<file path="config.mk">
export PLATFORM = sky130hd
export DESIGN_NAME = lwc_lines
export DESIGN_NICKNAME = d
export VERILOG_FILES = /design/src/hdl/lwc_pkg.sv /design/src/hdl/lwc_lines.sv
export SDC_FILE = /design/constraint.sdc
export NUM_CORES = 1
export LEC_CHECK = 0
export BUFFER_PORTS_ARGS = -buffer_cell sky130_fd_sc_hd__buf_2
export CAP_MARGIN = 20
export CELL_PAD_IN_SITES_DETAIL_PLACEMENT = 1
export CELL_PAD_IN_SITES_GLOBAL_PLACEMENT = 1
export CORE_MARGIN = 2
export CORE_UTILIZATION = 55
export CTS_CLUSTER_SIZE = 24
export DETAILED_ROUTE_END_ITERATION = 7
export GPL_TIMING_DRIVEN = 1
export PLACE_DENSITY_LB_ADDON = 0.1
export SYNTH_ARGS = -nofsm -noshare
export SYNTH_HDL_FRONTEND = slang
export SYNTH_SLANG_ARGS = --single-unit
</file>
<file path="constraint.sdc">
create_clock -name clk_i -period 9.5 [get_ports clk_i]
set_input_delay 0.95 -clock clk_i [delete_from_list [all_inputs] [get_ports clk_i]]
set_output_delay 0.95 -clock clk_i [all_outputs]
set_load 0.02 [all_outputs]
</file>
<file path="src/hdl/lwc_pkg.sv">
package lwc_pkg;

  localparam int CACHE_LINES  = 16;
  localparam int MEMORY_DEPTH = 1024;

  localparam int SLOT_W = (CACHE_LINES > 1) ? $clog2(CACHE_LINES) : 1;
  localparam int CNT_W  = $clog2(CACHE_LINES + 1);
  localparam int ADDR_W = (MEMORY_DEPTH > 1) ? $clog2(MEMORY_DEPTH) : 1;

  localparam int KIND_W     = 2;
  localparam int LADDR_W    = 10;
  localparam int DATA_W     = 32;
  localparam int STATUS_W   = 2;
  localparam int CAP_W      = 5;
  localparam int WORDS_W    = 11;
  localparam int CFG_IDX_W  = 1;
  localparam int CFG_DATA_W = 11;

  localparam logic [CAP_W-1:0]   CAP_RESET   = 5'd16;
  localparam logic [WORDS_W-1:0] WORDS_RESET = 11'd1024;

  typedef enum logic [KIND_W-1:0] {
    KIND_READ  = 2'd0,
    KIND_WRITE = 2'd1,
    KIND_LIST  = 2'd2
  } kind_e;

  typedef enum logic [STATUS_W-1:0] {
    STATUS_DATA = 2'd0,
    STATUS_LIST = 2'd1,
    STATUS_ERR  = 2'd2
  } status_e;

  typedef enum logic [CFG_IDX_W-1:0] {
    CFG_CAPACITY  = 1'b0,
    CFG_MEM_WORDS = 1'b1
  } cfg_reg_e;

  typedef struct packed {
    logic [KIND_W-1:0]         kind;
    logic [LADDR_W-1:0]        address;
    logic signed [DATA_W-1:0]  write_value;
  } req_t;

  typedef struct packed {
    logic [STATUS_W-1:0]       status;
    logic [LADDR_W-1:0]        line_address;
    logic signed [DATA_W-1:0]  data;
    logic                      last;
  } res_t;

  typedef struct packed {
    logic              we;
    logic              re;
    logic [ADDR_W-1:0] addr;
    logic [DATA_W-1:0] wdata;
  } store_req_t;

  typedef enum logic [2:0] {
    LOP_NONE    = 3'd0,
    LOP_EVICT_RD = 3'd1,
    LOP_EVICT   = 3'd2,
    LOP_HIT_RD  = 3'd3,
    LOP_HIT_WR  = 3'd4,
    LOP_INSTALL = 3'd5,
    LOP_LIST_RD = 3'd6
  } line_op_e;

  typedef struct packed {
    line_op_e           op;
    logic [LADDR_W-1:0] addr;
    logic [DATA_W-1:0]  value;
    logic [SLOT_W-1:0]  pos;
  } line_cmd_t;

  typedef struct packed {
    logic               hit;
    logic [CNT_W-1:0]   resident;
    logic [LADDR_W-1:0] rd_tag;
    logic [DATA_W-1:0]  rd_value;
  } line_sts_t;

  typedef struct packed {
    logic [LADDR_W-1:0] tag;
    logic [DATA_W-1:0]  value;
  } line_t;

  typedef enum logic [3:0] {
    ST_INIT    = 4'd0,
    ST_IDLE    = 4'd1,
    ST_TRIM    = 4'd2,
    ST_WBACK   = 4'd3,
    ST_LOOKUP  = 4'd4,
    ST_HIT_OUT = 4'd5,
    ST_FETCH   = 4'd6,
    ST_INSTALL = 4'd7,
    ST_LIST    = 4'd8,
    ST_DRAIN   = 4'd9
  } state_e;

endpackage

</file>
<file path="src/hdl/lwc_lines.sv">
module lwc_lines (
  input  logic               clk_i,
  input  logic               rst_ni,
  input  lwc_pkg::line_cmd_t cmd_i,
  output lwc_pkg::line_sts_t sts_o
);
  import lwc_pkg::*;

  line_t              mem_q [CACHE_LINES];
  line_t              rd_q;
  logic [LADDR_W-1:0] tag_q [CACHE_LINES];
  logic [SLOT_W-1:0]  rank_q [CACHE_LINES];
  logic [SLOT_W-1:0]  rank_d [CACHE_LINES];
  logic [CACHE_LINES-1:0] valid_q, valid_d;
  logic [CNT_W-1:0]   resident_q, resident_d;

  logic [CACHE_LINES-1:0] hit_oh, lru_oh, list_oh, free_oh;
  logic [SLOT_W-1:0]  lru_rank, hit_rank, sel_slot;
  logic               mem_we, mem_re;

  function automatic logic [SLOT_W-1:0] oh_enc(input logic [CACHE_LINES-1:0] oh);
    logic [SLOT_W-1:0] idx;
    idx = '0;
    for (int i = 0; i < CACHE_LINES; i++) begin
      if (oh[i]) idx = idx | SLOT_W'(i);
    end
    return idx;
  endfunction

  // rank 0 is most recent; ranks of resident lines form 0 .. resident-1
  always_comb begin
    lru_rank = SLOT_W'(resident_q - CNT_W'(1));
    hit_rank = '0;
    for (int s = 0; s < CACHE_LINES; s++) begin
      hit_oh[s]  = valid_q[s] && (tag_q[s] == cmd_i.addr);
      lru_oh[s]  = valid_q[s] && (rank_q[s] == lru_rank);
      list_oh[s] = valid_q[s] && (rank_q[s] == cmd_i.pos);
      if (hit_oh[s]) hit_rank = hit_rank | rank_q[s];
    end
    // lowest free slot
    free_oh = ~valid_q & (valid_q + CACHE_LINES'(1));
  end

  always_comb begin
    sel_slot = '0;
    mem_we   = 1'b0;
    mem_re   = 1'b0;
    valid_d  = valid_q;
    resident_d = resident_q;
    for (int s = 0; s < CACHE_LINES; s++) begin
      rank_d[s] = rank_q[s];
    end
    unique case (cmd_i.op) inside
      LOP_EVICT_RD: begin
        sel_slot = oh_enc(lru_oh);
        mem_re   = 1'b1;
      end
      LOP_EVICT: begin
        valid_d    = valid_q & ~lru_oh;
        resident_d = resident_q - CNT_W'(1);
      end
      LOP_HIT_RD, LOP_HIT_WR: begin
        sel_slot = oh_enc(hit_oh);
        mem_re   = (cmd_i.op == LOP_HIT_RD);
        mem_we   = (cmd_i.op == LOP_HIT_WR);
        for (int s = 0; s < CACHE_LINES; s++) begin
          if (hit_oh[s]) begin
            rank_d[s] = '0;
          end else if (valid_q[s] && (rank_q[s] < hit_rank)) begin
            rank_d[s] = rank_q[s] + SLOT_W'(1);
          end
        end
      end
      LOP_INSTALL: begin
        sel_slot = oh_enc(free_oh);
        mem_we   = 1'b1;
        valid_d  = valid_q | free_oh;
        resident_d = resident_q + CNT_W'(1);
        for (int s = 0; s < CACHE_LINES; s++) begin
          if (free_oh[s]) begin
            rank_d[s] = '0;
          end else if (valid_q[s]) begin
            rank_d[s] = rank_q[s] + SLOT_W'(1);
          end
        end
      end
      LOP_LIST_RD: begin
        sel_slot = oh_enc(list_oh);
        mem_re   = 1'b1;
      end
      default: begin
      end
    endcase
  end

  always_ff @(posedge clk_i or negedge rst_ni) begin
    if (!rst_ni) begin
      valid_q    <= '0;
      resident_q <= '0;
      for (int s = 0; s < CACHE_LINES; s++) begin
        rank_q[s] <= '0;
      end
    end else begin
      valid_q    <= valid_d;
      resident_q <= resident_d;
      for (int s = 0; s < CACHE_LINES; s++) begin
        rank_q[s] <= rank_d[s];
      end
    end
  end

  always_ff @(posedge clk_i) begin
    for (int s = 0; s < CACHE_LINES; s++) begin
      if ((cmd_i.op == LOP_INSTALL) && free_oh[s]) begin
        tag_q[s] <= cmd_i.addr;
      end
    end
  end

  always_ff @(posedge clk_i) begin
    if (mem_we) begin
      mem_q[sel_slot] <= '{tag: cmd_i.addr, value: cmd_i.value};
    end
    if (mem_re) begin
      rd_q <= mem_q[sel_slot];
    end
  end

  assign sts_o = '{hit: |hit_oh, resident: resident_q, rd_tag: rd_q.tag, rd_value: rd_q.value};

endmodule

</file>
=== Word level (Yosys, flattened, before mapping) ===
Memory sizes are Yosys's and may differ from the RTL's. A register that Yosys moved wholly into a read port is not among the register bits.
Index checks and enable logic that the tools add are counted.

* Register bits after elaboration: 85
* Bits in writable memories: 832
* Memories: 2

* Add/subtract/negate cells: 19
* $lt $le $gt $ge: 16
* Equality and inequality tests: 85
* Mux-type cells: 225
* Bitwise gates (word level): 20
* Reduce and logical (&&, ||, !) cells: 115

{| class="wikitable"
|+ Memory list
! name !! words !! width !! read ports !! clocked after Yosys merged registers in !! wr ports !! RTL line !! source
|-
| mem_q || 16 || 42 || 1 || 1 || 1 || lwc_lines.sv:9 || <nowiki>line_t mem_q [CACHE_LINES];</nowiki>
|-
| tag_q || 16 || 10 || 16 || 0 || 1 || lwc_lines.sv:11 || <nowiki>logic [LADDR_W-1:0] tag_q [CACHE_LINES];</nowiki>
|}

{| class="wikitable"
|+ Operator list
! kind !! number
|-
| 2-to-1 mux 4 bit || 127
|-
| == test 10 bit || 16
|-
| 2-to-1 mux 10 bit || 15
|-
| OR reduction 10 bit || 15
|-
| one-hot mux 64 bit (2 select lines) || 1
|-
| == test 4 bit || 31
|-
| inequality test 3 bit, second input constant || 32
|-
| logical AND 1 bit || 79
|-
| adder 4 x 1 -> 4 bit, second input constant || 16
|-
| less-than comparator 4 bit || 16
|-
| OR 4 bit || 15
|-
| 2-to-1 mux 1 bit || 53
|-
| 2-to-1 mux 3 bit || 16
|-
| AND reduction 3 bit || 16
|-
| AND 16 bit || 2
|-
| NOT 16 bit || 2
|-
| one-hot mux 16 bit (2 select lines) || 1
|-
| adder 16 x 1 -> 16 bit, second input constant || 1
|-
| 2-to-1 mux 2 bit || 8
|-
| OR 16 bit || 1
|-
| one-hot mux 4 bit (4 select lines) || 1
|-
| OR reduction 16 bit || 1
|-
| one-hot mux 5 bit (2 select lines) || 1
|-
| == test 3 bit, second input constant || 3
|-
| other kinds (7) || 11
|}

=== Longest topological paths before layout ===
An unclocked memory read counts as a cell.

* Depth in word-level cells: 39
* Mapped depth: 19
* Mapped depth without buffers: 17

=== Worst setup path before layout ===
No wires, ideal clock.

* Kind: register to register
* Start: register resident_q[0]
* End: memory mem_q[2][0] in the netlist's numbering, enable pin
* Setup time: 0.442 ns
* Data arrival time: 5.205 ns
* Path slack: 3.853 ns
* Stages on the path, launching flop included: 17
* Buffers on the path: 5
* Cell sequence: dfrtp_1 > buf_4 > buf_2 > inv_1 > ha_1 > xnor2_4 > buf_4 > xor2_1 > and4_1 > a2111oi_2 > a31oi_1 > nor4_2 > and2_1 > buf_2 > buf_2 > inv_2 > nor2_1

* Cells in the longest elaborated chain, start to end: 19
* Elaborated cells on any way between the ends: 47
* Classes of those cells: add/sub: 1; eq/ne: 15; mux: 16; reduce/logical: 15

{| class="wikitable"
|+ Ends and longest elaborated chain
! element !! RTL line !! source
|-
| start: declaration || lwc_lines.sv:15 || <nowiki>logic [CNT_W-1:0] resident_q, resident_d;</nowiki>
|-
| start signal: assignment || lwc_lines.sv:105 || <nowiki>resident_q <= resident_d;</nowiki>
|-
| subtractor 5 x 1 -> 5 bit * || -- ||
|-
| == test 4 bit || lwc_lines.sv:36 || <nowiki>lru_oh[s] = valid_q[s] && (rank_q[s] == lru_rank);</nowiki>
|-
| logical AND 1 bit || lwc_lines.sv:36 ||
|-
| 2-to-1 mux 1 bit || lwc_lines.sv:25 || <nowiki>if (oh[i]) idx = idx | SLOT_W'(i);</nowiki>
|-
| 2-to-1 mux 2 bit (2 in series) || lwc_lines.sv:25 ||
|-
| 2-to-1 mux 3 bit (4 in series) || lwc_lines.sv:25 ||
|-
| 2-to-1 mux 4 bit (7 in series) || lwc_lines.sv:25 ||
|-
| 2-to-1 mux 4 bit * || lwc_lines.sv:25 ||
|-
| one-hot mux 4 bit (4 select lines) * || lwc_lines.sv:53 || <nowiki>unique case (cmd_i.op) inside</nowiki>
|-
| end: declaration || lwc_lines.sv:9 ||
|}

Mark *: on every way between the ends. The rest lies on a longest branch, timed or not.

=== Final worst setup path ===
* Start: register resident_q[0]
* End: memory mem_q[2][7] in the netlist's numbering, enable pin

Same word-level chain as after synthesis.

==> summary.txt <==
Placed design
  – Placed insts: 4490
  – Port buffer count: 98
  – Placed cell areas: 44600 sq um
  – RePlAce Congestion: 1.00
  – Pre-CTS setup slack: 3.02 ns
  – Post-DP HPWL: 79100 um

Route
  – Vias: 30200
  – Met3 routed wirelength: 8270 um
  – Post-detailed-route via-to-cell ratio: 6.45
  – First drt pass iteration count: 6
  – Final Routed Wirelength: 133000 um
  – WL/cell: 28.4 um
  – Drt drc: 0
  – DR iter-0 viols: 3094
  – Metal2 WL: 65000 um
  – Final ANT Viol Nets: 0
  – Highest metal used: met4
  – M1 WL: 53600 um

Pwr
  – Internal power: 8.35 mW
  – Sequential Power Share: 42.3%
  – Leak Pwr: 16.7 nW
  – Pwr dens: 267 nW/um^2
  – Switching Share: 34.7%
  – Clock power frac: 30.5%
  – Worst IR drop on VDD: 0.212 mV
  – Sw power: 4.43 mW
  – Combinational power share: 27.1%

Clock network
  – Postcts setup bufs: 0
  – Root Driver: clkbuf_16
  – Clk pin slew, worst setup/hold paths: 0.06 ns
  – Hold buffer count at cts: 0
  – Worst-skew pair later-pin latency: 0.68 ns
  – Number of clock sinks: 959
  – Inserted Clock Buffers: 100
  – CTS tree: built
  – PostCTS Resize Cnt: 0
  – Bufs on Longest Clock Path: 3
  – H-Tree Level Count: 3

Synthesis
  – Cell area after synthesis: 43300 sq um
  – Mapped Cells: 3497
  – Yosys warns: 0
  – Yosys reg bits: 959
  – Compound-cell area share of the yosys netlist: 9.08%
  – Top_reg_cell synth: edfxtp_1
  – Avg Inst Size Synth: 12.4 sq um
  – Fraction of registers with async set/reset: 8.86%
  – Simple-Gate Fraction of Synth Area: 13.9%
  – Post-synthesis xor/xnor area fraction: 6.30%
  – Post-Synth Adder-Cell Area: 1.91%
  – Synth cell types: 90
  – Seq/Total Area, Yosys: 65.6%
  – EDFF count, synth: 874
  – Post-synth net total: 3614
  – Mux contribution to synthesized area: 0.148%
  – Largest family of logic cells by synthesized area: simple AND/OR/NAND/NOR gates

STA
  – Tightest hold margin: 0.155 ns
  – Minimum clock period: 6.45 ns
  – Final worst-path cycle share: 67.9%
  – Final setup vio count: 0
  – Max Freq: 0.155 GHz
  – RSZ-0062 raised after global routing: false
  – Max-slew violations: 0
  – Hold Violations, Final: 0
  – Clock Skews: 0.0385 ns
  – Slew headroom: 23.2%
  – Worst Max-Slew Pin Slew: 1.15 ns
  – Final WS setup: 3.05 ns
  – Final TNS setup: 0 ns

Setup path
  – Critical Path End Type: register
  – CP bufs+invs: 5
  – Worst-path cell chain: buf_4, inv_1, ha_1, xnor2_4, xor2_1, and4_1, a2111oi_4, a41oi_1, nor4_2, and2_2, buf_4, inv_2, nor2_4, buf_4
  – Worst Path Max Fanout: 43
  – Cell mode on critical path: buf_4
  – Largest stage delay on the critical path: 0.79 ns
  – Crit-path slowest cell: xnor2_4
  – WP data arrival: 6.74 ns
  – Crit path required time: 9.79 ns
  – Startpoint types: register
  – Delay-heaviest family, CP: buffers and inverters
  – Crit path kind: register to register
  – Slack of the worst reg-to-reg path: 3.05 ns

Global route
  – Total gr overflow: 0
  – Total track usage: 32.7%
  – First-pass GRT wire length: 200000 um
  – Vias in the first global route: 32200
  – Maximum number of pins on one net before global-route repair: 207
  – Initial antenna violation count: 0

Final layout
  – Layout cell share with drive strength beyond 1: 10.3%
  – P&R area growth vs syn: 10.7%
  – Ant diodes: 0
  – Most frequent cells in the layout: 874 x edfxtp_1, 709 x nand2_1, 231 x nand3_1, 208 x xnor2_1, 198 x a21oi_1
  – Nets: 3675
  – Fin area: 47900 sq um
  – Finished Layout Cells: 4677
  – Most common cell after layout, fill and taps aside: edfxtp_1

Run status
  – Status: finished clean

Floorplan
  – Die area: 80900 sq um
  – Total core area: 77700 sq um
  – Die height: 284 um
  – Site row count: 102
  – Die Wd: 284 um
  – I/O pin cnt: 99
  – Initial Util: 55.7%

Job
  – Max-Cap Viols: 0

Min path
  – Hold WC Path Type: primary input to async pin
==> per-stage QoR <==
stage	power, mW	util [%]
floorplan	7.74	-
global placement	8.64	57.4
detailed placement	8.85	57.4
CTS	12.7	61.5
global route	13.3	61.6
finish	12.8	61.6
==> worst reg2reg max path, delay by kind of cell (launching register included) <==
family          cells  cell delay (ns)
flops               1             0.32
buf+inv             5             2.04
compound gates      2             0.54
xor+xnor            2             0.98
simple gates        4             1.83
fa+ha+maj           1             0.31
==> final cells by class <==
type / instances / area (sq um)
fill: 7600 / 29800
sequential: 959 / 28400
multi-input combinational: 2278 / 13700
clock buffer: 125 / 2650
tap: 1040 / 1300
timing repair buffer: 173 / 1120
clock inverter: 56 / 572
inverter: 46 / 173
==> final timing paths <==
path / start / end / cells after the start
max in group asynchronous: rst_ni / rank_q[62]$_DFFE_PN0P_ / 2
min in group clk_i: resident_q[4]$_DFFE_PN0P_ / resident_q[4]$_DFFE_PN0P_ / 1
worst min register to register: resident_q[4]$_DFFE_PN0P_ / resident_q[4]$_DFFE_PN0P_ / 1
worst min-delay path: rst_ni / rank_q[41]$_DFFE_PN0P_ / 1
worst max register to register: resident_q[0]$_DFFE_PN0P_ / mem_q[2][7]$_DFFE_PP_ / 14
worst max-delay path: resident_q[0]$_DFFE_PN0P_ / mem_q[2][7]$_DFFE_PP_ / 14
==> cells in the mapped netlist (5+ instances only) <==
library cell | number | share of area [%]
and2_1 | 5 | 0.072
a22o_1 | 10 | 0.20
a41oi_1 | 7 | 0.14
a22oi_1 | 57 | 0.99
or3_1 | 6 | 0.087
nor4_1 | 40 | 0.58
o21ai_0 | 122 | 1.4
nand4_1 | 67 | 0.97
o21ai_1 | 6 | 0.069
nand3_1 | 231 | 2.7
nor2b_1 | 13 | 0.19
xnor3_1 | 13 | 0.68
o211ai_1 | 7 | 0.12
buf_4 | 36 | 0.62
o31ai_1 | 17 | 0.30
nor2_1 | 95 | 0.82
a32oi_1 | 42 | 0.85
xnor2_1 | 208 | 4.2
a21o_1 | 22 | 0.38
nor3_2 | 8 | 0.19
buf_2 | 82 | 0.95
a211oi_1 | 7 | 0.12
a31oi_1 | 57 | 0.82
and4_1 | 18 | 0.36
clkbuf_1 | 70 | 0.61
ha_1 | 66 | 1.9
nand2_1 | 709 | 6.2
buf_6 | 16 | 0.42
buf_1 | 10 | 0.087
a221oi_1 | 6 | 0.12
nor3_1 | 43 | 0.50
edfxtp_1 | 874 | 61
and3_1 | 10 | 0.14
inv_1 | 45 | 0.39
o2111ai_1 | 5 | 0.10
nand2b_1 | 23 | 0.33
o21a_1 | 8 | 0.14
xor2_1 | 64 | 1.3
dfrtp_1 | 85 | 4.9
a21oi_1 | 198 | 2.3
==> power by group through the flow <==
stage	Clock, mW	Combinational [mW]	Sequential [mW]
after CTS	3.94	3.41	5.39
after global routing	4.08	3.77	5.43
after global placement	0	3.18	5.45
final	3.90	3.47	5.41
after floorplan	0	2.42	5.32
after detailed placement	0	3.37	5.48
==> registers in the layout, indices dropped and copies added, names as in the netlist <==
signal / count
rank_q: 64
resident_q: 5
mem_q: 672
sts_o: 42
valid_q: 16
tag_q: 160
==> kinds of logic (layout without fill, tap and decap cells) <==
kind of cell,Yosys count,after routing
muxes,6,6
AOI/OAI and AO/OA,614,614
and+or+nand+nor,1305,1305
adders and majority gates,66,66
xor gates and xnor gates,287,287
DFF,959,959
buffers and inverters,260,400
==> metal layers <==
metal	vias up	track usage (%)
li1	13100	-
met1	15500	43.2
met2	1290	54.7
met3	350	4.44
met4	0	13.9
met5	-	0
Note: power is estimated with default switching activity, not from simulation.
