## config.mk

```make
export PLATFORM = sky130hd
export DESIGN_NAME = lwc_ctrl
export DESIGN_NICKNAME = d
export VERILOG_FILES = /design/src/hdl/lwc_pkg.sv /design/src/hdl/lwc_ctrl.sv
export SDC_FILE = /design/constraint.sdc
export NUM_CORES = 1
export LEC_CHECK = 0
export BUFFER_PORTS_ARGS = -buffer_cell sky130_fd_sc_hd__buf_4
export CAP_MARGIN = 20
export CORE_UTILIZATION = 40
export CTS_CLUSTER_SIZE = 40
export DETAILED_ROUTE_END_ITERATION = 16
export PLACE_DENSITY = 0.8
export SYNTH_ARGS = -nofsm -noshare
export SYNTH_HDL_FRONTEND = slang
export SYNTH_SLANG_ARGS = --single-unit
```

## constraint.sdc

```tcl
create_clock -name clk_i -period 3.34 [get_ports clk_i]
set_input_delay 0.668 -clock clk_i [delete_from_list [all_inputs] [get_ports clk_i]]
set_output_delay 0.668 -clock clk_i [all_outputs]
set_load 0.01 [all_outputs]
```

## src/hdl/lwc_pkg.sv

```systemverilog
package lwc_pkg;

  localparam int CACHE_LINES  = 16;
  localparam int MEMORY_DEPTH = 1024;

  localparam int SLOT_W = (CACHE_LINES > 1) ? $clog2(CACHE_LINES) : 1;
  localparam int CNT_W  = $clog2(CACHE_LINES + 1);
  localparam int ADDR_W = (MEMORY_DEPTH > 1) ? $clog2(MEMORY_DEPTH) : 1;

  localparam int KIND_W     = 2;
  localparam int LADDR_W    = 10;
  localparam int DATA_W     = 32;
  localparam int STATUS_W   = 2;
  localparam int CAP_W      = 5;
  localparam int WORDS_W    = 11;
  localparam int CFG_IDX_W  = 1;
  localparam int CFG_DATA_W = 11;

  localparam logic [CAP_W-1:0]   CAP_RESET   = 5'd16;
  localparam logic [WORDS_W-1:0] WORDS_RESET = 11'd1024;

  typedef enum logic [KIND_W-1:0] {
    KIND_READ  = 2'd0,
    KIND_WRITE = 2'd1,
    KIND_LIST  = 2'd2
  } kind_e;

  typedef enum logic [STATUS_W-1:0] {
    STATUS_DATA = 2'd0,
    STATUS_LIST = 2'd1,
    STATUS_ERR  = 2'd2
  } status_e;

  typedef enum logic [CFG_IDX_W-1:0] {
    CFG_CAPACITY  = 1'b0,
    CFG_MEM_WORDS = 1'b1
  } cfg_reg_e;

  typedef struct packed {
    logic [KIND_W-1:0]         kind;
    logic [LADDR_W-1:0]        address;
    logic signed [DATA_W-1:0]  write_value;
  } req_t;

  typedef struct packed {
    logic [STATUS_W-1:0]       status;
    logic [LADDR_W-1:0]        line_address;
    logic signed [DATA_W-1:0]  data;
    logic                      last;
  } res_t;

  typedef struct packed {
    logic              we;
    logic              re;
    logic [ADDR_W-1:0] addr;
    logic [DATA_W-1:0] wdata;
  } store_req_t;

  typedef enum logic [2:0] {
    LOP_NONE    = 3'd0,
    LOP_EVICT_RD = 3'd1,
    LOP_EVICT   = 3'd2,
    LOP_HIT_RD  = 3'd3,
    LOP_HIT_WR  = 3'd4,
    LOP_INSTALL = 3'd5,
    LOP_LIST_RD = 3'd6
  } line_op_e;

  typedef struct packed {
    line_op_e           op;
    logic [LADDR_W-1:0] addr;
    logic [DATA_W-1:0]  value;
    logic [SLOT_W-1:0]  pos;
  } line_cmd_t;

  typedef struct packed {
    logic               hit;
    logic [CNT_W-1:0]   resident;
    logic [LADDR_W-1:0] rd_tag;
    logic [DATA_W-1:0]  rd_value;
  } line_sts_t;

  typedef struct packed {
    logic [LADDR_W-1:0] tag;
    logic [DATA_W-1:0]  value;
  } line_t;

  typedef enum logic [3:0] {
    ST_INIT    = 4'd0,
    ST_IDLE    = 4'd1,
    ST_TRIM    = 4'd2,
    ST_WBACK   = 4'd3,
    ST_LOOKUP  = 4'd4,
    ST_HIT_OUT = 4'd5,
    ST_FETCH   = 4'd6,
    ST_INSTALL = 4'd7,
    ST_LIST    = 4'd8,
    ST_DRAIN   = 4'd9
  } state_e;

endpackage

```

## src/hdl/lwc_ctrl.sv

```systemverilog
module lwc_ctrl (
  input  logic                        clk_i,
  input  logic                        rst_ni,
  input  logic                        start,
  output logic                        busy,
  input  lwc_pkg::req_t               req_i,
  output logic                        res_valid_o,
  output lwc_pkg::res_t               res_o,
  input  logic [lwc_pkg::CNT_W-1:0]   cap_i,
  input  logic [lwc_pkg::WORDS_W-1:0] words_i,
  input  logic                        store_ready_i,
  input  logic [lwc_pkg::DATA_W-1:0]  store_rdata_i,
  output lwc_pkg::store_req_t         store_req_o,
  input  lwc_pkg::line_sts_t          line_sts_i,
  output lwc_pkg::line_cmd_t          line_cmd_o
);
  import lwc_pkg::*;

  state_e            state_q, state_d;
  req_t              req_q, req_d;
  res_t              res_q, res_d;
  logic              res_valid_q, res_valid_d;
  logic              alloc_q, alloc_d;
  logic [SLOT_W-1:0] pos_q, pos_d;
  logic              lst_v_q, lst_v_d;
  logic              lst_last_q, lst_last_d;
  logic              is_read, oob, list_end;
  logic [DATA_W-1:0] fill_value;

  assign is_read  = (req_q.kind == KIND_READ);
  assign oob      = (32'(req_i.address) >= 32'(words_i))
                 || (32'(req_i.address) >= 32'(MEMORY_DEPTH));
  assign list_end = ((CNT_W'(pos_q) + CNT_W'(1)) == line_sts_i.resident);
  assign fill_value = is_read ? store_rdata_i : req_q.write_value;

  always_comb begin
    state_d     = state_q;
    req_d       = req_q;
    res_d       = res_q;
    res_valid_d = 1'b0;
    alloc_d     = alloc_q;
    pos_d       = pos_q;
    lst_v_d     = 1'b0;
    lst_last_d  = lst_last_q;

    store_req_o.we    = 1'b0;
    store_req_o.re    = 1'b0;
    store_req_o.addr  = ADDR_W'(req_q.address);
    store_req_o.wdata = req_q.write_value;

    line_cmd_o.op    = LOP_NONE;
    line_cmd_o.addr  = req_q.address;
    line_cmd_o.value = req_q.write_value;
    line_cmd_o.pos   = pos_q;

    // listing data arrives in the cycle after the line read
    if (lst_v_q) begin
      res_valid_d        = 1'b1;
      res_d.status       = STATUS_LIST;
      res_d.line_address = line_sts_i.rd_tag;
      res_d.data         = line_sts_i.rd_value;
      res_d.last         = lst_last_q;
    end

    unique case (state_q)
      ST_INIT: begin
        if (store_ready_i) state_d = ST_IDLE;
      end
      ST_IDLE: begin
        if (start) begin
          req_d = req_i;
          case (req_i.kind) inside
            KIND_READ, KIND_WRITE: begin
              if (oob) begin
                res_valid_d        = 1'b1;
                res_d.status       = STATUS_ERR;
                res_d.line_address = req_i.address;
                res_d.data         = '0;
                res_d.last         = 1'b1;
              end else begin
                alloc_d = 1'b0;
                state_d = ST_TRIM;
              end
            end
            KIND_LIST: begin
              pos_d = '0;
              if (line_sts_i.resident != '0) state_d = ST_LIST;
            end
            default: begin
            end
          endcase
        end
      end
      ST_TRIM: begin
        if (alloc_q || (line_sts_i.resident > cap_i)) begin
          line_cmd_o.op = LOP_EVICT_RD;
          state_d       = ST_WBACK;
        end else begin
          state_d = ST_LOOKUP;
        end
      end
      ST_WBACK: begin
        line_cmd_o.op     = LOP_EVICT;
        store_req_o.we    = 1'b1;
        store_req_o.addr  = ADDR_W'(line_sts_i.rd_tag);
        store_req_o.wdata = line_sts_i.rd_value;
        if (alloc_q) begin
          alloc_d = 1'b0;
          state_d = is_read ? ST_FETCH : ST_INSTALL;
        end else begin
          state_d = ST_TRIM;
        end
      end
      ST_LOOKUP: begin
        if (line_sts_i.hit) begin
          if (is_read) begin
            line_cmd_o.op = LOP_HIT_RD;
            state_d       = ST_HIT_OUT;
          end else begin
            line_cmd_o.op = LOP_HIT_WR;
            state_d       = ST_IDLE;
          end
        end else if (cap_i == '0) begin
          // no lines allowed: go straight to the store
          if (is_read) begin
            state_d = ST_FETCH;
          end else begin
            store_req_o.we = 1'b1;
            state_d        = ST_IDLE;
          end
        end else if (line_sts_i.resident >= cap_i) begin
          alloc_d = 1'b1;
          state_d = ST_TRIM;
        end else begin
          state_d = is_read ? ST_FETCH : ST_INSTALL;
        end
      end
      ST_FETCH: begin
        store_req_o.re = 1'b1;
        state_d        = ST_INSTALL;
      end
      ST_INSTALL: begin
        if (cap_i != '0) begin
          line_cmd_o.op    = LOP_INSTALL;
          line_cmd_o.value = fill_value;
        end
        if (is_read) begin
          res_valid_d        = 1'b1;
          res_d.status       = STATUS_DATA;
          res_d.line_address = req_q.address;
          res_d.data         = store_rdata_i;
          res_d.last         = 1'b1;
        end
        state_d = ST_IDLE;
      end
      ST_HIT_OUT: begin
        res_valid_d        = 1'b1;
        res_d.status       = STATUS_DATA;
        res_d.line_address = req_q.address;
        res_d.data         = line_sts_i.rd_value;
        res_d.last         = 1'b1;
        state_d            = ST_IDLE;
      end
      ST_LIST: begin
        line_cmd_o.op = LOP_LIST_RD;
        lst_v_d       = 1'b1;
        lst_last_d    = list_end;
        pos_d         = pos_q + SLOT_W'(1);
        if (list_end) state_d = ST_DRAIN;
      end
      ST_DRAIN: begin
        state_d = ST_IDLE;
      end
      default: begin
        state_d = ST_IDLE;
      end
    endcase
  end

  always_ff @(posedge clk_i or negedge rst_ni) begin
    if (!rst_ni) begin
      state_q     <= ST_INIT;
      res_valid_q <= 1'b0;
      alloc_q     <= 1'b0;
      pos_q       <= '0;
      lst_v_q     <= 1'b0;
      lst_last_q  <= 1'b0;
    end else begin
      state_q     <= state_d;
      res_valid_q <= res_valid_d;
      alloc_q     <= alloc_d;
      pos_q       <= pos_d;
      lst_v_q     <= lst_v_d;
      lst_last_q  <= lst_last_d;
    end
  end

  always_ff @(posedge clk_i) begin
    req_q <= req_d;
    res_q <= res_d;
  end

  assign busy        = (state_q != ST_IDLE);
  assign res_valid_o = res_valid_q;
  assign res_o       = res_q;

endmodule

```

Word level (Yosys, flattened, before mapping)
Index checks and enable logic that the tools add are counted.
Storage, ports and cells
  flip-flop bits (word level): 101
  output and inout port bits: 140
  logic and storage cells: 111
Operators by class
  add/sub/neg operators: 2
  magnitude comparators: 3
  equal/unequal tests: 25
  multiplexer cells: 54
  reductions and logical operators: 14
Operators by type and width (count)
  $mux 45: 5
  $pmux 45 s3: 1
  $mux 32: 3
  $mux 4: 12
  $mux 42: 1
  $pmux 4 s7: 1
  $mux 3: 8
  $ne 2x2->1 const B: 10
  $mux 1: 18
  $eq 4x3->1 const B: 4
  $pmux 3 s5: 1
  $ge 10x11->1: 1
  $reduce_bool 5->1: 2
  $ne 3x3->1 const B: 3
  $eq 4x2->1 const B: 2
  $pmux 4 s2: 1
  $reduce_and 7->1: 1
  $pmux 1 s3: 2
  $reduce_and 6->1: 1
  $add 4x1->5 const B: 1
  $eq 5x5->1: 1
  $ge 5x5->1: 1
  $gt 5x5->1: 1
  $logic_not 5->1: 1
  other kinds (15): 16

Logic depth before layout (Yosys ltp)
  word-level depth: 6
  gate-level depth with buffers: 9
  mapped depth without buffers: 8

Least setup slack after synthesis
No wires, ideal clock.
  path type: register to register
  start point: register state_q[1]
  end point: register pos_q[2]
  data arrival time: 3.588 ns
  required time: 3.209 ns
  slack: -0.379 ns
  cell stages (with the launch flop): 9
  path buffers: 1
  period minus slack after synthesis: 3.719 ns
  cells stage by stage: dfrtp_1 > buf_2 > nand2b_1 > nor3_2 > inv_1 > nor2_1 > a21oi_1 > o21ai_0 > o21ai_0
On the way
  cells in the longest elaborated chain, start to end: 3
Ends and longest elaborated chain
  start, declared: line lwc_ctrl.sv:19  | state_e state_q, state_d;
  start signal, assigned: line lwc_ctrl.sv:189  | state_q <= state_d;
  $eq 4x1->1 / $eq 4x4->1 (equally long branches): line lwc_ctrl.sv:65  | unique case (state_q)
  $ne 2x2->1 (no line) / $reduce_bool 2->1 (equally long branches)
  $reduce_and 4->1 (no line)
  end signal, assigned: line lwc_ctrl.sv:192  | pos_q <= pos_d;
  end, declared: line lwc_ctrl.sv:24  | logic [SLOT_W-1:0] pos_q, pos_d;
Several ways; a longest one is shown, not always the timed one.
A chain may end at the register's enable or synchronous reset.

==> insert_results.sql <==
INSERT INTO impl_metrics (metric_group, metric, value, unit) VALUES
('synthesis', 'synth.mux.area_fraction', '10.51', '%'),
('floorplanning', 'die_y', '120.9', 'microns'),
('placement', 'gp_congestion', '0.9447', ''),
('drt', 'route.detailed.vias_per_inst', '5.241', ''),
('timing', 'timing.max_slew.rel_slack', '65.29', '%'),
('floorplanning', 'fp.dieArea', '0.01462', 'sq mm'),
('synthesis', 'post_synth_inst_count', '583', ''),
('floorplanning', 'floorplan.core_area', '0.01383', 'sq mm'),
('timing', 'final_period_minus_worst_setup_slack', '3.215', 'ns'),
('clocking', 'tritoncts', 'done', ''),
('timing', 'totalNegativeSetupSlack', '0', 'ns'),
('timing', 'worstMarginPinSlew', '0.5166', 'ns'),
('layout', 'diodes', '0', ''),
('worst_setup_path', 'worstRegToRegCells', '6', ''),
('timing', 'fin_worst_skew', '0.006656', 'ns'),
('timing', 'report.final.setup_viol', '0', ''),
('clocking', 'cts_resized', '0', ''),
('drt', 'drt-pass1-iter-count', '5', ''),
('min_path', 'hold_path_class', 'in -> async', ''),
('power_and_ir_drop', 'power_density', '711.5', 'mW/mm^2'),
('timing', 'timing.fmax', '0.3111', 'GHz'),
('drt', 'routed_wl', '18140', 'microns'),
('timing', 'fin_worst_hold_slack', '0.1513', 'ns'),
('global_route', 'grt_start_max_net_pins', '37', ''),
('worst_setup_path', 'timing_worst_setup_path_type', 'reg -> out', ''),
('clocking', 'cts_buffers', '9', ''),
('placement', 'dp.final_hpwl', '13800', 'microns'),
('worst_setup_path', 'setup.reg_to_reg.worst_slack', '1.04', 'ns'),
('layout', 'post_route_cells_drive_above_1_share', '41.80', '%'),
('layout', 'area_growth_syn_to_layout', '44.23', '%'),
('global_route', 'grtUsageTotal', '24.20', '%'),
('drt', 'routed_wire_length_per_instance', '17.55', 'microns'),
('worst_setup_path', 'rr_endpoint', 'res_o[13]$_DFF_P_', ''),
('worst_setup_path', 'setup.worst_path.end_class', 'output pin', ''),
('synthesis', 'ys.flop_type', 'dfxtp_1', ''),
('worst_setup_path', 'path_max_fanout', '32', ''),
('clocking', 'cts_sinks', '101', ''),
('clocking', 'clk_pin_slew', '0.07', 'ns'),
('synthesis', 'synth-compound-area-share', '14.07', '%'),
('power_and_ir_drop', 'static-leakage-power', '0.004059', 'uW'),
('clocking', 'h-tree-depth', '3', ''),
('clocking', 'postCtsSetupBuffers', '0', ''),
('clocking', 'clkLatencyLatePin', '0.35', 'ns'),
('worst_setup_path', 'worst_ep_arrival_time', '2.55', 'ns'),
('synthesis', 'yosysSeqAreaShare', '44.60', '%'),
('synthesis', 'synth_area_per_cell', '9.701', 'sq um'),
('floorplanning', 'placementRows', '43', ''),
('flow_run', 'cap_violations', '0', ''),
('timing', 'unrepaired_setup_endpoints_after_global_routing', 'false', ''),
('power_and_ir_drop', 'irDropWorstVdd', '0.4393', 'mV'),
('drt', 'antenna_left', '0', ''),
('worst_setup_path', 'rr_startpoint', 'req_q[43]$_DFFE_PP_', ''),
('synthesis', 'synth-simple-area-share', '19.93', '%'),
('clocking', 'cts.hold.buffers_added', '0', ''),
('worst_setup_path', 'worst-endpoint-required', '2.67', 'ns'),
('drt', 'drc', '0', ''),
('synthesis', 'synth-async-reset-ratio', '11.88', '%'),
('floorplanning', 'die_w', '120.9', 'microns'),
('clocking', 'clock_path_buffers', '2', ''),
('timing', 'timing.final.hold_violations', '0', ''),
('synthesis', 'ys_types', '57', ''),
('synthesis', 'synth_xor_area_share', '0.6195', '%'),
('placement', 'place.port_buffers', '283', ''),
('global_route', 'global_route.overflow_total', '0', ''),
('global_route', 'antenna_found_initial', '0', ''),
('run_status', 'run_status', 'complete, no violations', ''),
('layout', 'num-nets-final', '1009', ''),
('worst_setup_path', 'start_kind', 'flip-flop', ''),
('floorplanning', 'initial_utilization', '40.90', '%'),
('timing', 'final_max_slew_viol_count', '0', ''),
('timing', 'layout_worst_path_cycle_share', '96.25', '%'),
('synthesis', 'post_synth_instance_area', '0.005655', 'sq mm'),
('synthesis', 'synth.net_count', '743', ''),
('global_route', 'first_pass_grt_wire_length', '26940', 'microns'),
('floorplanning', 'ios', '284', ''),
('synthesis', 'ys_warn_count', '0', ''),
('synthesis', 'dominant_combinational_cell_family_by_area_after_synthesis', 'simple AND/OR/NAND/NOR gates', ''),
('synthesis', 'synth-edff-count', '44', ''),
('global_route', 'grt_pass1_vias', '5012', ''),
('synthesis', 'postSynthRegisterBits', '101', ''),
('drt', 'dr_total_vias', '5419', ''),
('drt', 'drt_iter0_drcs', '410', ''),
('clocking', 'clock_root_buffer', 'clkbuf_16', ''),
('synthesis', 'synthAdderAreaFrac', '3.540', '%');
through the flow:
step / total power, uW / worst slack, ns / util (%) / std cells / instance area, sq um
finish: 5803 / 0.1254 / 58.99 / 1034 / 8157
global route: 6124 / 0.07661 / 58.99 / 1034 / 8157
CTS: 5834 / 0.1546 / 58.99 / 1034 / 8157
detailed placement: 4837 / 0.3411 / 57.04 / 1018 / 7888
global placement: 4792 / 0.3634 / 57.04 / 1018 / 7888
floorplan: 3466 / 0.4202 / - / 583 / 5658
per-layer routing:
layer	part of all wire (%)	track usage, %	wire, microns	up-vias
met3	8.4	6.297	1532	39
met2	50	41.25	9028	251
met5	0	0	0	-
met1	39	29.19	7098	2550
met4	2.7	8.951	482	0
li1	-	-	-	2579
cell type report:
class	count	area, sq um
clock buffer	12	246.5
inverter	32	120.1
tap	180	225.2
multi-input combinational	408	2778
clock inverter	4	22.52
sequential	101	2522
timing repair buffer	297	2242
fill	1193	5670
flip-flops by register name (all words and copies together) (netlist names):
| register | cells |
|---|---|
| lst_last_q | 1 |
| pos_q | 4 |
| state_q | 4 |
| line_cmd_o | 10 |
| alloc_q | 1 |
| lst_v_q | 1 |
| res_o | 45 |
| res_valid_o | 1 |
| req_q | 34 |
critical path, cell delays in order, from the launching register on:
cell and delay (ns):
dfrtp_1 0.61, nand2b_4 0.14, or3_4 0.41, or2_2 0.31, buf_12 0.18, mux2_4 0.34, buf_4 0.14
power breakdown:
group | switching, uW | total, uW | internal, uW | leakage [uW]
Combinational | 1350 | 2770 | 1420 | 0.00298
Clock | 467 | 992 | 525 | 0.000134
Sequential | 283 | 2040 | 1760 | 0.000947
synth_stat cells (9+ instances only):
master	count	share of area [%]
o221ai_1	11	1.7
and2_1	33	3.7
nor2_1	22	1.5
dfrtp_1	12	5.3
inv_1	32	2.1
dfxtp_1	45	16
nand3_1	12	1.1
buf_4	10	1.3
a21oi_1	9	0.80
mux2i_1	11	1.9
nand2_1	147	9.8
o21ai_0	12	1.1
mux2_4	30	8.0
ha_1	16	3.5
a221o_1	32	5.7
clkbuf_1	20	1.3
edfxtp_1	44	23
how the worst max path moves through the flow:
| stage | cells past startpoint | endpoint | from | slack [ns] |
|---|---|---|---|---|
| 6_report | 6 | line_cmd_o[28] | state_q[2]$_DFFE_PN0P_ | 0.13 |
| 5_1_grt | 6 | line_cmd_o[28] | state_q[2]$_DFFE_PN0P_ | 0.08 |
| 4_1_cts | 6 | line_cmd_o[20] | state_q[2]$_DFFE_PN0P_ | 0.15 |
| 3_5_place_dp | 8 | line_cmd_o[20] | cap_i[1] | 0.34 |
| 3_3_place_gp | 8 | line_cmd_o[28] | cap_i[1] | 0.36 |
| 2_1_floorplan | 8 | pos_q[2]$_DFFE_PN0P_ | state_q[1]$_DFFE_PN0P_ | 0.42 |
cell usage in the layout, fill, tap and decap left out, types with 12 or more instances in the layout:
cell type	synthesis	layout
a221o_1	32	32
nor2_1	22	21
buf_4	10	296
dfrtp_1	12	12
nand3_1	12	12
ha_1	16	16
o21ai_0	12	12
edfxtp_1	44	44
inv_1	32	32
dfxtp_1	45	45
and2_1	33	33
nand2_1	147	147
mux2_4	30	30
kinds of logic after synthesis:
| kind of cell | Yosys count |
|---|---|
| buf+inv | 74 |
| flops | 101 |
| xor+xnor | 4 |
| mux | 44 |
| simple gates | 246 |
| compound gates | 98 |
| fa+ha+maj | 16 |
Power figures use the tool's default switching activity.
